==> src/rtl/mfea_pkg.sv <==
`timescale 1ns / 1ps
package mfea_pkg;

  // Default pass length limit.
  localparam int unsigned MAX_FACES_DEF = 65536;

  localparam int unsigned COORD_W  = 32;
  localparam int unsigned OPND_W   = 33;
  localparam int unsigned PROD_W   = 66;
  localparam int unsigned ENERGY_W = 48;
  localparam int unsigned SUM_W    = 63;
  localparam int unsigned FCNT_W   = 17;
  localparam int unsigned FLOOR_W  = 16;
  localparam int unsigned DIV_W    = 64;

  localparam int unsigned IN_DATA_W  = 352;
  localparam int unsigned OUT_DATA_W = 120;

  // Configuration register indexes.
  typedef enum logic {
    REG_FACE_COUNT = 1'b0,
    REG_DET_FLOOR  = 1'b1
  } reg_idx_t;

  // Micro-operation steps of the shared multiplier.
  typedef enum logic [3:0] {
    ST_J00_A  = 4'd0,
    ST_J00_B  = 4'd1,
    ST_J01_A  = 4'd2,
    ST_J01_B  = 4'd3,
    ST_J10_A  = 4'd4,
    ST_J10_B  = 4'd5,
    ST_J11_A  = 4'd6,
    ST_J11_B  = 4'd7,
    ST_DET_A  = 4'd8,
    ST_DET_B  = 4'd9,
    ST_SQ00   = 4'd10,
    ST_SQ01   = 4'd11,
    ST_SQ10   = 4'd12,
    ST_SQ11   = 4'd13,
    ST_WGT_LO = 4'd14,
    ST_WGT_HI = 4'd15
  } step_t;

  // Sequencer states.
  typedef enum logic [4:0] {
    S_IDLE = 5'b00001,
    S_MUL  = 5'b00010,
    S_ACC  = 5'b00100,
    S_DIV  = 5'b01000,
    S_OUT  = 5'b10000
  } state_t;

endpackage

==> src/rtl/mfea_mul.sv <==
`timescale 1ns / 1ps
module mfea_mul (
  input  logic                                  clk,
  input  logic signed [mfea_pkg::OPND_W-1:0]    opa,
  input  logic signed [mfea_pkg::OPND_W-1:0]    opb,
  output logic signed [mfea_pkg::PROD_W-1:0]    prod_r
);
  import mfea_pkg::*;

  // Shared signed multiplier with a registered product.
  always_ff @(posedge clk) begin
    prod_r <= opa * opb;
  end

endmodule

==> config.mk <==
export PLATFORM = sky130hd
export DESIGN_NAME = mfea_mul
export DESIGN_NICKNAME = d
export VERILOG_FILES = /design/src/rtl/mfea_pkg.sv /design/src/rtl/mfea_mul.sv
export SDC_FILE = /design/constraint.sdc
export NUM_CORES = 2
export LEC_CHECK = 0
export BUFFER_PORTS_ARGS = -buffer_cell sky130_fd_sc_hd__buf_2
export CAP_MARGIN = 20
export CORE_MARGIN = 8
export CORE_UTILIZATION = 30
export CTS_BUF_LIST = sky130_fd_sc_hd__clkbuf_8
export CTS_CLUSTER_DIAMETER = 100
export DETAILED_ROUTE_END_ITERATION = 10
export GPL_TIMING_DRIVEN = 0
export PLACE_DENSITY = 0.45
export SLEW_MARGIN = 20
export SYNTH_ARGS = -nofsm -noshare
export SYNTH_HDL_FRONTEND = slang
export SYNTH_SLANG_ARGS = --single-unit
export TNS_END_PERCENT = 30
==> constraint.sdc <==
create_clock -name clk -period 15.7 [get_ports clk]
set_input_delay 1.57 -clock clk [delete_from_list [all_inputs] [get_ports clk]]
set_output_delay 1.57 -clock clk [all_outputs]
set_load 0.1 [all_outputs]
==> flow_metrics.env <==
export IMPL_route_met3_wl_um=13000
export IMPL_die_height_um=384
export IMPL_fin_crit_sh=0.680
export IMPL_fmax_mhz=93.7
export IMPL_grt_pass1_wl_um=241000
export IMPL_drt_antenna_violating_nets=0
export IMPL_numCtsBuffers=9
export IMPL_synth_main_ff_cell="dfxtp_1"
export IMPL_crit_chain="buf_2 > clkbuf_1 > nand2_1 > inv_1 > fa_1 > fa_1 > fa_2 > fa_2 > fa_1 > fa_1 > fa_1 > inv_1 > fa_1 > inv_1 > ha_1 > clkbuf_1 > and3_1 > nand3_1 > nand2b_1 > nor2_1 > a211oi_4 > a21oi_2 > nor4b_2 > a311oi_1"
export IMPL_worstMarginPinSlew_ps=1250
export IMPL_report_final_slew_viol_count=0
export IMPL_clk_path_buf_depth=2
export IMPL_ys_async_sr_fraction=0
export IMPL_synth_cell_type_count=80
export IMPL_crit_type="in -> reg"
export IMPL_synth_seq_cells=66
export IMPL_regArea_um2=1320
export IMPL_cp_common_cell="fa_1"
export IMPL_yosysWarnings=0
export IMPL_worst_ep_arrival_time_ps=11070
export IMPL_maxSlewHeadroom=0.164
export IMPL_tns_ps=0
export IMPL_top_regs="prod_r (66)"
export IMPL_place_congestion=1.02
export IMPL_top_layer="met5"
export IMPL_cts_root_buf="clkbuf_8"
export IMPL_rsz0062_at_grt="false"
export IMPL_gr_total_overflow=0
export IMPL_initial_core_util=0.301
export IMPL_cts_setup_buffers=0
export IMPL_dieArea_um2=148000
export IMPL_synth_net_count=5767
export IMPL_wl_met1_um=68300
export IMPL_portBuffers=132
export IMPL_min_from="opa[0]"
export IMPL_clk_pin_slew_ps=110
export IMPL_htreeDepth=3
export IMPL_cts_tree="yes"
export IMPL_layout_commonest_cell="fa_1"
export IMPL_cp_end_kind="flop"
export IMPL_grt_pass1_vias=33300
export IMPL_multi_input_area_um2=34300
export IMPL_die_w_um=384
export IMPL_synth_seq_area_share=0.0324
export IMPL_worstPathRequired_ps=16090
export IMPL_postCtsHoldBufs=0
export IMPL_grt_max_degree=27
export IMPL_most_common_layout_cells="fa_1, inv_1, and2_1"
export IMPL_wl_per_cell_um=26.3
export IMPL_status="completed"
export IMPL_drtPass1Iterations=7
export IMPL_drv_cap=0
export IMPL_drtIter0Drc=2313
export IMPL_num_fill_cells=14500
export IMPL_crit_family="adder cells"
export IMPL_post_dp_hpwl_um=141000
export IMPL_regMostFlops="prod_r"
export IMPL_final_min_clock_period_ps=10680
export IMPL_start_kind="primary input"
export IMPL_hold_path_class="in -> reg"
export IMPL_hold_viol=0
export IMPL_syn_inst=4338
export IMPL_num_io_pins=133
export IMPL_drc=0
export IMPL_grt_use_total=0.229
export IMPL_clkSinkCount=66
export IMPL_avgSynthCellArea_um2=9.39
export IMPL_antenna_found_initial=54
export IMPL_finalSetupViolations=0
export IMPL_area_growth_synth_to_final_pct=7.80
export IMPL_synth_cell_area_um2=40700
export IMPL_cp_slowest_cell="fa_2"
export IMPL_ctsResizeCount=0
export IMPL_rows=135
export IMPL_drive_gt1_frac=0.0461
export IMPL_core_area_um2=135000
export IMPL_slowest_delay_ps=990
export IMPL_timing_critical_path_buf_inv=6
export IMPL_nNetsFinal=5910
export IMPL_wl_um=165000
export IMPL_critical_path_max_fanout=17
export IMPL_wl_met2_um=75900
export IMPL_synth_edf_count=0
export IMPL_num_vias=30100
export IMPL_critPathLaunch="opa[32]"
export IMPL_largest_reg_flops=66
export IMPL_vias_per_cell=4.79
-- kinds of logic after synthesis --
family / count (synthesis) / synth area share
fa+ha+maj: 1362 / 0.629
compound gates: 219 / 0.0407
simple gates: 1271 / 0.158
xor+xnor: 68 / 0.0146
flops: 66 / 0.0324
buf+inv: 1352 / 0.125
-- metal layers --
metal	vias up	track usage
met1	16000	0.307
met5	-	0
met2	1213	0.368
met3	256	0.0415
li1	12700	-
met4	14	0.0890
-- cell type report --
type                            instances  share of cell area
Sequential cell                        66              0.0301
Timing Repair Buffer                  132              0.0150
Antenna cell                           20             0.00114
Clock inverter                          6             0.00185
Tap cell                             1781              0.0507
Buffer                                221              0.0196
Clock buffer                           10             0.00313
Inverter                             1131              0.0967
Multi-Input combinational cell       2920               0.782
-- synthesized netlist by cell type, types with 5 or more instances --
cell,n,share of area
nor3_1,7,0.00086
ha_1,217,0.067
dfxtp_1,66,0.032
inv_1,1131,0.10
nor2_1,68,0.0063
buf_2,11,0.0014
nand2b_1,12,0.0018
a211o_1,6,0.0013
and4_1,5,0.0011
nand3_1,25,0.0031
a21oi_1,57,0.0070
a21o_1,36,0.0066
and2_1,562,0.086
clkbuf_1,208,0.019
xor2_1,25,0.0054
fa_1,1145,0.56
a211oi_1,7,0.0013
nand4_1,11,0.0017
o21a_1,6,0.0011
a31oi_1,8,0.0012
o21bai_1,11,0.0020
o21ai_0,25,0.0031
nand2_1,551,0.051
xnor2_1,43,0.0092
and3_1,5,0.00077
o21ai_1,6,0.00074
nor2b_1,5,0.00077
-- final timing paths --
check | to | slack (ps) | depth (start not counted)
worst max-delay path | prod_r[58] | 5020 | 24
worst min-delay path | prod_r[0] | 1450 | 2
-- per-stage QoR --
step                      instances  utilization  setup slack, ps  cell area (µm²)  hold slack [ps]
final                          6287        0.325             5020            43900             1450
after global placement         6251        0.323             3690            43600             1960
after floorplan                4338            -             6890            40700             1700
after CTS                      6267        0.325             4940            43900             1380
after detailed placement       6251        0.323             4400            43600             1970
after global routing           6268        0.325             4750            43900             1430
Power is left out: the tool's default activity adds up to more than one toggle a clock period on the data nets, which glitch-free logic cannot reach.
