`src/rtl/mfea_pkg.sv`:
```
`timescale 1ns / 1ps
package mfea_pkg;

  // Default pass length limit.
  localparam int unsigned MAX_FACES_DEF = 65536;

  localparam int unsigned COORD_W  = 32;
  localparam int unsigned OPND_W   = 33;
  localparam int unsigned PROD_W   = 66;
  localparam int unsigned ENERGY_W = 48;
  localparam int unsigned SUM_W    = 63;
  localparam int unsigned FCNT_W   = 17;
  localparam int unsigned FLOOR_W  = 16;
  localparam int unsigned DIV_W    = 64;

  localparam int unsigned IN_DATA_W  = 352;
  localparam int unsigned OUT_DATA_W = 120;

  // Configuration register indexes.
  typedef enum logic {
    REG_FACE_COUNT = 1'b0,
    REG_DET_FLOOR  = 1'b1
  } reg_idx_t;

  // Micro-operation steps of the shared multiplier.
  typedef enum logic [3:0] {
    ST_J00_A  = 4'd0,
    ST_J00_B  = 4'd1,
    ST_J01_A  = 4'd2,
    ST_J01_B  = 4'd3,
    ST_J10_A  = 4'd4,
    ST_J10_B  = 4'd5,
    ST_J11_A  = 4'd6,
    ST_J11_B  = 4'd7,
    ST_DET_A  = 4'd8,
    ST_DET_B  = 4'd9,
    ST_SQ00   = 4'd10,
    ST_SQ01   = 4'd11,
    ST_SQ10   = 4'd12,
    ST_SQ11   = 4'd13,
    ST_WGT_LO = 4'd14,
    ST_WGT_HI = 4'd15
  } step_t;

  // Sequencer states.
  typedef enum logic [4:0] {
    S_IDLE = 5'b00001,
    S_MUL  = 5'b00010,
    S_ACC  = 5'b00100,
    S_DIV  = 5'b01000,
    S_OUT  = 5'b10000
  } state_t;

endpackage

```
`src/rtl/mfea_div.sv`:
```
`timescale 1ns / 1ps
module mfea_div (
  input  logic                              clk,
  input  logic                              rst_n,
  input  logic                              start,
  input  logic [mfea_pkg::DIV_W-1:0]        num,
  input  logic [mfea_pkg::DIV_W-1:0]        den,
  output logic                              done_r,
  output logic [mfea_pkg::ENERGY_W-1:0]     quo_r
);
  import mfea_pkg::*;

  localparam int unsigned LOW_W = DIV_W / 2;
  localparam int unsigned CNT_W = $clog2(ENERGY_W + 1);

  logic                busy_r, busy_nxt;
  logic                done_nxt;
  logic [CNT_W-1:0]    cnt_r, cnt_nxt;
  logic [DIV_W-1:0]    rem_r, rem_nxt, den_r, den_nxt;
  logic [ENERGY_W-1:0] sh_r, sh_nxt, quo_nxt;
  logic [DIV_W-1:0]    trial;
  logic [DIV_W:0]      diff;

  // One quotient bit per cycle, restoring, over the numerator scaled by 2^16.
  always_comb begin
    busy_nxt = busy_r;
    done_nxt = 1'b0;
    cnt_nxt  = cnt_r;
    rem_nxt  = rem_r;
    den_nxt  = den_r;
    sh_nxt   = sh_r;
    quo_nxt  = quo_r;
    trial    = {rem_r[DIV_W-2:0], sh_r[ENERGY_W-1]};
    diff     = {1'b0, trial} - {1'b0, den_r};
    if (start) begin
      den_nxt = den;
      // A quotient of 2^48 or more saturates at once.
      if ({{LOW_W{1'b0}}, num[DIV_W-1:LOW_W]} >= den) begin
        quo_nxt  = '1;
        done_nxt = 1'b1;
      end else begin
        rem_nxt  = {{LOW_W{1'b0}}, num[DIV_W-1:LOW_W]};
        sh_nxt   = {num[LOW_W-1:0], {(ENERGY_W-LOW_W){1'b0}}};
        cnt_nxt  = CNT_W'(ENERGY_W);
        busy_nxt = 1'b1;
      end
    end else if (busy_r) begin
      sh_nxt = {sh_r[ENERGY_W-2:0], 1'b0};
      if (!diff[DIV_W]) begin
        rem_nxt = diff[DIV_W-1:0];
        quo_nxt = {quo_r[ENERGY_W-2:0], 1'b1};
      end else begin
        rem_nxt = trial;
        quo_nxt = {quo_r[ENERGY_W-2:0], 1'b0};
      end
      cnt_nxt = cnt_r - 1'b1;
      if (cnt_r == CNT_W'(1)) begin
        busy_nxt = 1'b0;
        done_nxt = 1'b1;
      end
    end
  end

  always_ff @(posedge clk) begin
    if (!rst_n) begin
      busy_r <= 1'b0;
      done_r <= 1'b0;
      cnt_r  <= '0;
    end else begin
      busy_r <= busy_nxt;
      done_r <= done_nxt;
      cnt_r  <= cnt_nxt;
    end
  end

  always_ff @(posedge clk) begin
    rem_r <= rem_nxt;
    den_r <= den_nxt;
    sh_r  <= sh_nxt;
    quo_r <= quo_nxt;
  end

  // A start never arrives while a division runs.
  assert property (@(posedge clk) disable iff (!rst_n) busy_r |-> !start)
    else $error("divider restarted while busy");
  assert property (@(posedge clk) disable iff (!rst_n) done_r |-> !busy_r)
    else $error("divider done while still busy");

endmodule

```
`config.mk`:
```
export PLATFORM = sky130hd
export DESIGN_NAME = mfea_div
export DESIGN_NICKNAME = d
export VERILOG_FILES = /design/src/rtl/mfea_pkg.sv /design/src/rtl/mfea_div.sv
export SDC_FILE = /design/constraint.sdc
export NUM_CORES = 1
export LEC_CHECK = 0
export BUFFER_PORTS_ARGS = -buffer_cell sky130_fd_sc_hd__buf_4
export CAP_MARGIN = 40
export CORE_UTILIZATION = 57
export CTS_CLUSTER_DIAMETER = 100
export CTS_CLUSTER_SIZE = 25
export DETAILED_ROUTE_END_ITERATION = 8
export HOLD_SLACK_MARGIN = 0.12
export PLACE_DENSITY_LB_ADDON = 0.3
export SLEW_MARGIN = 20
export SYNTH_ARGS = -nofsm -noshare
export SYNTH_HDL_FRONTEND = slang
export SYNTH_SLANG_ARGS = --single-unit
```
`constraint.sdc`:
```
create_clock -name clk -period 5.3 [get_ports clk]
set_input_delay 0 -clock clk [delete_from_list [all_inputs] [get_ports clk]]
set_output_delay 0 -clock clk [all_outputs]
set_load 0.02 [all_outputs]
```
==> flow_summary.toml, run 1 <==
[worst_hold_path]
min_path_cells = 2
hp-start = "den[42]"
holdPathEnd = "den_r[42]"
hold_path.class = "input port to flop"

[cells_and_area]
fin_nets = 1828
fin_cells = 1924
syn2layout_area_growth_pct = 24.1
num-fill-cells = 1667
drive_gt1_share_pct = 20.8

[pwr]
power_density_nw_per_um2 = 328
p_leak_nw = 7.02
peakVddDrop_mv = 0.253

[yosys]
synth-compound-area-share_pct = 16.7
ys_top_cells_by_area = "edfxtp_1, ha_1, a21oi_1"
synth_async_sr_flop_share_pct = 0
synth-simple-area-share_pct = 15.3
synth_top_area_share_pct = 45.5
synthCells = 1319
synthXorXnorAreaFrac_pct = 3.65
synth-edff-count = 207
synth_top_family_by_area = "compound AO/OA/AOI/OAI gates"
synth.area.mux_share_pct = 3.24
synth_nets = 1549
yosys_warnings = 0
yosysTopAreaCell = "edfxtp_1"
synth_fa_ha_area_share_pct = 9.11
avgSynthCellArea_um2 = 10.4
synthDistinctLibCells = 67
ys_seq_elements = 215
synth_ff_type = "edfxtp_1"
syn_area_um2 = 13700
yosysSeqAreaShare_pct = 46.6

[floorplanning]
fp.dieArea_um2 = 24600
fp-row-count = 56
initial_core_util_pct = 58.3
die_h_um = 157
num_io_pins = 180
coreArea_um2 = 23500
chipWidth_um = 157

[grt]
antenna_found_initial = 1
grt_max_degree = 199
track_usage_pct = 29.8
grt_pass1_vias = 11200
grt_pass1_wl_um = 57200
overflow = 0

[sta]
rsz0062_at_grt = "no"
slew_headroom_pct = 37.6
fmax_mhz = 246
post-route-period-util_pct = 76.7
skew_ps = 22.1
setup-violations-final = 0
fin_tns_setup_ps = 0
slew_violations = 0
worst_pin_slew_ps = 937
finalCriticalPeriod_ps = 4060
hold_violations = 0

[placement]
dp_hpwl_um = 24200
place.gp.congestion = 0.939
placed_cells = 1771
portBuffers = 179

[worst_setup_path]
cpMostUsedCell = "a211oi_2"
end_kind = "flop"
cp_slowest_stage_delay_ps = 560
rrSetupSlack_ps = 1240
worstSetupPathType = "flop to flop"
critPathRequiredTime_ps = 5630
crit_arrival_ps = 4400
path_max_fanout = 19
ff2ff_path_depth = 14
start_kind = "flop"
rr_endpoint = "rem_r[45]"
critical_path.slowest_cell = "o21ai_4"
reg2reg_from = "sh_r[47]"
cp_cell_sequence = "inv_1 -> ha_1 -> fa_1 -> nand2b_1 -> a21oi_1 -> o211ai_1 -> a211oi_2 -> nor3_2 -> a2111oi_4 -> o21ai_2 -> o21ai_4 -> buf_4 -> nor2_1 -> a211oi_2"

[drt]
dr.pass1.iters = 6
routedWlPerCell_um = 18.8
vias = 11200
ant_nets = 0
drc = 0
drt_iter0_markers = 826
drt-vias-per-instance = 5.80
wl_um = 36100

[cts]
cts_num_sinks = 215
cts_buffers = 13
cts_tree = "done"
clk_latency_ps = 500
h-tree-depth = 1
cts_root_buf = "clkbuf_16"
post_cts_buffers = 0
clkSlewWorstSetupHoldPaths_ps = 100
clockBufferDepth = 3

[outcome]
status = "finished, final reports clean"

[run]
drv_cap = 0
-- critical path, delay by kind of cell, from the launching register on --
kind	cells	cell delay [ps]
DFF	1	370
buffers and inverters	2	430
AOI/OAI and AO/OA	7	2130
and+or+nand+nor	3	370
adders and majority gates	2	590
-- kinds of logic after synthesis --
| kind of cell | after synthesis |
|---|---|
| buf+inv | 176 |
| flops | 215 |
| simple gates | 406 |
| fa+ha+maj | 99 |
| xor+xnor | 57 |
| mux | 40 |
| compound gates | 326 |
-- cells in the final DEF (no fill, tap or decap), types with 24 or more instances in the layout --
cell type,Yosys,final
edfxtp_1,207,207
buf_4,4,185
nand2_1,132,131
dlygate4sd3_1,0,130
a21oi_1,122,122
inv_1,121,121
ha_1,98,98
nor2_1,61,61
or2_2,53,53
o21ai_0,48,48
xnor2_1,34,34
mux2_2,34,34
a21o_1,33,33
nand3b_1,31,31
nand4_1,24,24
-- Yosys cell counts, types with 4 or more instances --
library cell	number
buf_6	6
nand2_1	132
inv_1	121
buf_1	4
o311ai_2	15
nand3b_1	31
and2_1	4
dfxtp_1	8
xor2_1	23
o21a_1	10
mux2_2	34
clkbuf_1	31
nor2_1	61
mux2i_1	6
edfxtp_1	207
nand4_1	24
o21bai_1	18
a211oi_2	9
o211ai_1	5
o2111ai_1	4
a21o_1	33
nor3b_1	6
a21oi_1	122
nor3_1	23
or2_2	53
xnor2_1	34
a211o_1	6
nor4_1	11
o311ai_1	10
buf_2	10
nand3_1	22
ha_1	98
o21ai_0	48
a31oi_1	8
nor2b_1	12
a211oi_1	8
nand2b_1	10
buf_4	4
-- layer usage --
layer  up-vias  global-route usage (%)  wire length, um
met5         -                       0                0
met1      5338                    38.0            15200
met3        65                    5.65             2390
met4         0                    9.38             1080
li1       5364                       -                -
met2       389                    50.9            17400
-- where the power goes --
part,internal (mW),switching [mW]
registers,2.11,0.106
logic,0.936,1.34
clock network,0.473,0.603
-- worst max path at each step --
stage               startpoint        end  slack [ps]  depth (start not counted)
global placement      sh_r[47]  rem_r[45]        1410                         14
finish                sh_r[47]  rem_r[45]        1240                         14
CTS                   sh_r[47]  rem_r[48]        1240                         14
floorplan              num[32]   cnt_r[0]         970                         12
global route          sh_r[47]  rem_r[45]         890                         14
detailed placement    sh_r[47]  rem_r[45]        1270                         14
-- sequential cells by signal (all words and copies together), names as in the netlist --
| register | flops |
|---|---|
| cnt_r | 6 |
| rem_r | 63 |
| done_r | 1 |
| quo_r | 48 |
| busy_r | 1 |
| den_r | 64 |
| sh_r | 32 |
-- timing repair --
| action | 4_1_cts | 5_1_grt |
|---|---|---|
| hold endpoints to repair | 149 | 0 |
| gates resized for setup | 0 | 0 |
| hold buffers | 130 | 0 |
-- per-stage QoR --
stage                     utilization, %  hold slack (ps)  area [um2]  setup WS (ps)  total power, mW
final                               72.3              224       17000           1240             5.57
after CTS                           72.2              221       16900           1240             5.53
after detailed placement            65.0              189       15300           1270             4.40
after global routing                72.3              233       17000            895             5.88
after floorplan                        -             98.9       13700            974             3.87
after global placement              64.9              188       15200           1410             4.35
-- cell type report --
cell class / instances / area, um2 / share of cell area (%)
clock inverter: 6 / 52.6 / 0.310
timing repair buffer: 319 / 2780 / 16.4
multi-input combinational: 928 / 6570 / 38.7
clock buffer: 15 / 333 / 1.96
antenna: 1 / 2.50 / 0.0147
tap: 319 / 399 / 2.35
sequential: 215 / 6380 / 37.6
inverter: 121 / 454 / 2.68
Power figures use the tool's default switching activity.
==> run 2: changes to the inputs <==
--- a/config.mk
+++ b/config.mk
@@ -7,7 +7,7 @@
 export LEC_CHECK = 0
 export BUFFER_PORTS_ARGS = -buffer_cell sky130_fd_sc_hd__buf_4
 export CAP_MARGIN = 40
-export CORE_UTILIZATION = 57
+export CORE_UTILIZATION = 53
 export CTS_CLUSTER_DIAMETER = 100
 export CTS_CLUSTER_SIZE = 25
 export DETAILED_ROUTE_END_ITERATION = 8
==> constraint.sdc (replaced) <==
create_clock -name clk -period 3.3 [get_ports clk]
set_input_delay 0 -clock clk [delete_from_list [all_inputs] [get_ports clk]]
set_output_delay 0 -clock clk [all_outputs]
set_load 0.02 [all_outputs]
==> run 2 against run 1 <==
The run now ends with setup timing left. Critical path depth fell by 2. Count of clock-buffer cells in the layout increased by 3. Die area increased by 7.5%. Sequential cell count is the same. Cell area grew 8.4%. Clock power rose by 57%. Hold slack worse by 59 ps. Utilization up 0.54 points. Sequential share of layout area down 2.9 points. Critical endpoint is now rem_r[11].
==> flow_summary.toml, run 2 (same netlist as run 1, synthesis figures left out) <==
[cells_and_area]
fin_nets = 1947
top_register = "den_r"
syn2layout_area_growth_pct = 34.5
largest_reg_flops = 64
reg_top3 = "den_r (64), rem_r (63), quo_r (48)"
antenna_cells = 0
fin_cells = 2054
num-fill-cells = 1789
seq_area_um2 = 6380
fin_area_um2 = 18400
final_common_cell = "buf_4"
final_cell_mix = "buf_4, edfxtp_1, dlygate4sd3_1"
multi_input_area_um2 = 6890
drive_gt1_share_pct = 29.0

[floorplanning]
die_h_um = 163
coreArea_um2 = 25300
fp.dieArea_um2 = 26400
chipWidth_um = 163
num_io_pins = 180
initial_core_util_pct = 54.1
fp-row-count = 58

[cts]
h-tree-depth = 1
clockBufferDepth = 3
cts_tree = "done"
clk_latency_ps = 510
cts_num_sinks = 215
clkSlewWorstSetupHoldPaths_ps = 90
cts_root_buf = "clkbuf_16"
cts_buffers = 13

[worst_setup_path]
end_kind = "flop"
start_kind = "flop"
critPathRequiredTime_ps = 3510
worstSetupPathType = "flop to flop"
path_max_fanout = 6
crit_arrival_ps = 3630

[outcome]
violations = "setup timing"
status = "finished with violations"

[drt]
drt-vias-per-instance = 5.71
dr.pass1.iters = 5
drt_iter0_markers = 973
wl_um = 39100
routedWlPerCell_um = 19.0
vias = 11700
ant_nets = 0
drc = 0

[sta]
finalCriticalPeriod_ps = 3420
fmax_mhz = 292
slew_headroom_pct = 56.8
slew_violations = 0
worst_pin_slew_ps = 648
whs_ps = 165
setup-violations-final = 56
layout_setup_ws_ps = -123
post-route-period-util_pct = 104
rsz0062_at_grt = "yes"
skew_ps = 36.3
hold_violations = 0

[placement]
dp_hpwl_um = 26200
place.gp.congestion = 0.981
placed_area_um2 = 16100
portBuffers = 179
dpl_worst_slack_ps = -161
placed_cells = 1880

[pwr]
power.share.switching_pct = 36.2
p_leak_nw = 7.70
peakVddDrop_mv = 0.396
power_density_nw_per_um2 = 541
pwr-share-seq_pct = 36.1
power_frac_comb_pct = 46.9
clkPwrFrac_pct = 17.1
power.switching_mw = 3.61
p_int_mw = 6.35
fin_total_pwr_mw = 9.95

[grt]
grt_pass1_wl_um = 60100
track_usage_pct = 29.0
antenna_found_initial = 0
grt_max_degree = 111
grt_pass1_vias = 11600
overflow = 0

[worst_hold_path]
hold_path.class = "input port to flop"

[run]
drv_cap = 0
[run 2: cell count changes in the layout (fill, tap and decap cells not counted), sizes merged]
cell,change
inv,-1
o21a,+2
clkinv,-1
diode,-1
bufbuf,+1
dlygate4sd3,+1
buf,+112
clkbuf,+6
[run 2: per-layer routing]
layer / GRT usage (%) / up-vias / wire length, um
met3: 4.91 / 73 / 2440
met5: 0 / - / 0
met2: 49.3 / 406 / 18800
met4: 9.69 / 0 / 1190
li1: - / 5613 / -
met1: 37.4 / 5636 / 16700
[run 2: timing repair]
item / 4_1_cts / 5_1_grt
setup buffers: 4 / 9
pin swaps: 12 / 32
hold buffers: 131 / 0
resized for setup: 14 / 59
endpoints found under the hold margin: 149 / 0
endpoints found under the setup margin: 63 / 64
cloned: 3 / 4
[run 2: path summary, 6_finish.rpt]
check / startpoint / end / slack [ps] / cells after the start
max: rem_r[8] / rem_r[11] / -120 / 12
max reg2reg: rem_r[8] / rem_r[11] / -120 / 12
min reg2reg: cnt_r[5] / cnt_r[5] / 500 / 2
min: start / rem_r[27] / 160 / 2
[run 2: layout make-up]
type | count | share of cell area [%]
multi-input cells | 930 | 37.5
flip-flops and latches | 215 | 34.7
repair buffers | 436 | 21.1
inverters | 121 | 2.47
well taps | 330 | 2.24
clock buffers | 18 | 1.87
clock inverters | 4 | 0.170
[run 2: power by group through the flow]
stage	clock (mW)	sequential [mW]	combinational, mW
CTS	1.72	3.57	4.29
finish	1.70	3.59	4.66
global route	1.80	3.62	5.06
floorplan	0	3.58	2.64
global placement	0	3.62	3.94
detailed placement	0	3.62	4.00
[run 2: worst max-delay path, stage by stage (launching register included)]
cell,delay (ps)
edfxtp_1,450
ha_4,320
nand4_1,150
nor4_2,320
o211ai_1,200
a211oi_2,290
nor3_4,80
a2111oi_4,450
o21ai_4,150
o21a_4,290
buf_12,160
nand3b_1,130
o311ai_2,140
[run 2: stage by stage]
step / utilization, % / setup TNS, ps
floorplan: - / 0
global placement: 63.8 / -125
detailed placement: 63.8 / -5400
CTS: 71.2 / -233
global route: 72.8 / -12140
finish: 72.8 / -2390
==> run 3: changes to the inputs <==
==> constraint.sdc (replaced) <==
create_clock -name clk -period 3.3 [get_ports clk]
set_input_delay 0.495 -clock clk [delete_from_list [all_inputs] [get_ports clk]]
set_output_delay 0.495 -clock clk [all_outputs]
set_load 0.02 [all_outputs]
==> run 3 against run 2 <==
The run still ends with setup timing left. Utilization fell by 4.9 points. Via count fell by 6.0%. Setup slack improved by 64 ps. First-iteration DRC count fell by 23%. Power fell by 1.3%. Global-route usage fell by 2.7 points. Count of clock-buffer cells in the layout fell by 1. Clock power rose by 9%. Sequential power barely moved. Cell count fell by 6.0%. Critical endpoint is now rem_r[24].
==> flow_summary.toml, run 3 (same netlist as run 1, synthesis figures left out) <==
[floorplanning]
num_io_pins = 180
initial_core_util_pct = 54.1
fp-row-count = 58
fp.dieArea_um2 = 26400
die_h_um = 163
chipWidth_um = 163
coreArea_um2 = 25300

[drt]
dr.pass1.iters = 5
drt_iter0_markers = 754
ant_nets = 0
vias = 11000
routedWlPerCell_um = 18.2
drt-vias-per-instance = 5.71
wl_um = 35100
drc = 0

[worst_setup_path]
worstSetupPathType = "flop to flop"
crit_arrival_ps = 3580
worst-path-buf-inv = 1
critPathRequiredTime_ps = 3520
cp_top_family = "compound AO/OA/AOI/OAI gates"
end_kind = "flop"
cp_cell_sequence = "ha_2 -> fa_2 -> nand2b_4 -> a21oi_4 -> o211ai_1 -> a211oi_2 -> nor3_2 -> a2111oi_4 -> o21ai_4 -> o21a_4 -> buf_12 -> nand3b_1 -> o311ai_2"
start_kind = "flop"
cp_slowest_stage_delay_ps = 450
path_max_fanout = 21
critical_path.slowest_cell = "a2111oi_4"

[sta]
layout_setup_ws_ps = -59.4
slew_violations = 0
finalCriticalPeriod_ps = 3360
rsz0062_at_grt = "yes"
worst_pin_slew_ps = 644
fmax_mhz = 298
slew_headroom_pct = 57.1
setup-violations-final = 26
post-route-period-util_pct = 102
skew_ps = 26.8
hold_violations = 0

[worst_hold_path]
hold_path.class = "input port to flop"

[cts]
cts_tree = "done"
postCtsHoldBufs = 0
clkSlewWorstSetupHoldPaths_ps = 110
cts_num_sinks = 215
clockBufferDepth = 3
cts_root_buf = "clkbuf_16"
clk_latency_ps = 500
cts_buffers = 13
h-tree-depth = 1

[cells_and_area]
fin_nets = 1824
seq_area_um2 = 6380
num-fill-cells = 1975
final_cell_mix = "buf_4, edfxtp_1, nand2_1"
fin_cells = 1931
drive_gt1_share_pct = 31.6
post-route-util_pct = 67.9
multi_input_area_um2 = 6920
syn2layout_area_growth_pct = 25.4
final_common_cell = "buf_4"
top_register = "den_r"
antenna_cells = 0
largest_reg_flops = 64
reg_top3 = "den_r (64), rem_r (63), quo_r (48)"

[placement]
dpl_worst_slack_ps = -263
placed_cells = 1894
dp_hpwl_um = 26300
place.gp.congestion = 0.940
portBuffers = 179

[pwr]
fin_total_pwr_mw = 9.82
peakVddDrop_mv = 0.493
p_leak_nw = 7.20
power_density_nw_per_um2 = 573

[outcome]
violations = "setup timing"
status = "finished with violations"

[grt]
grt_pass1_wl_um = 55100
grt_pass1_vias = 10900
antenna_found_initial = 0
overflow = 0
grt_max_degree = 94
track_usage_pct = 26.3

[run]
drv_cap = 0
-- run 3: cell types whose count changed in the layout (fill, tap and decap cells not counted), sizes merged --
cell,change
bufinv,+1
clkinv,-1
o21a,-1
bufbuf,-1
buf,+13
dlygate4sd3,-131
clkinvlp,+1
clkbuf,-4
-- run 3: layer usage --
layer	track usage, %	up-vias	routed length [um]
li1	-	5365	-
met1	35.3	5254	15300
met2	43.4	361	16300
met3	5.22	46	2600
met4	6.84	0	865
met5	0	-	0
-- run 3: where the power goes --
group          internal, mW  total [mW]  switching, mW
combinational          2.01        4.39           2.37
clock                 0.886        1.85          0.968
sequential             3.39        3.58          0.185
total                  6.29        9.82           3.53
-- run 3: area by class of cell --
| cell class | instances | share of cell area, % |
|---|---|---|
| clock inverter | 5 | 0.416 |
| tap | 330 | 2.41 |
| inverter | 121 | 2.65 |
| timing repair buffer | 314 | 14.9 |
| sequential | 215 | 37.2 |
| clock buffer | 17 | 2.11 |
| multi-input combinational | 929 | 40.4 |
-- run 3: final timing paths --
path / startpoint / end / slack (ps) / cells after the start
worst max-delay path: den_r[0] / rem_r[24] / -60 / 13
worst min register to register: cnt_r[5] / cnt_r[5] / 500 / 2
worst min-delay path: den[50] / den_r[50] / 170 / 1
worst max register to register: den_r[0] / rem_r[24] / -60 / 13
-- run 3: stage by stage --
step / TNS (ps) / hold slack (ps) / instance area [um2]
3_3_place_gp: -1920 / 468 / 16200
5_1_grt: -8420 / 165 / 17100
3_5_place_dp: -11640 / 476 / 16200
2_1_floorplan: 0 / 452 / 13700
4_1_cts: -350 / 164 / 16900
6_report: -546 / 172 / 17100
-- run 3: what timing repair did --
action,CTS,global route
endpoints found under the setup margin,63,64
pin swaps,21,15
buffers inserted,8,6
gates resized for setup,23,47
cloned,2,0
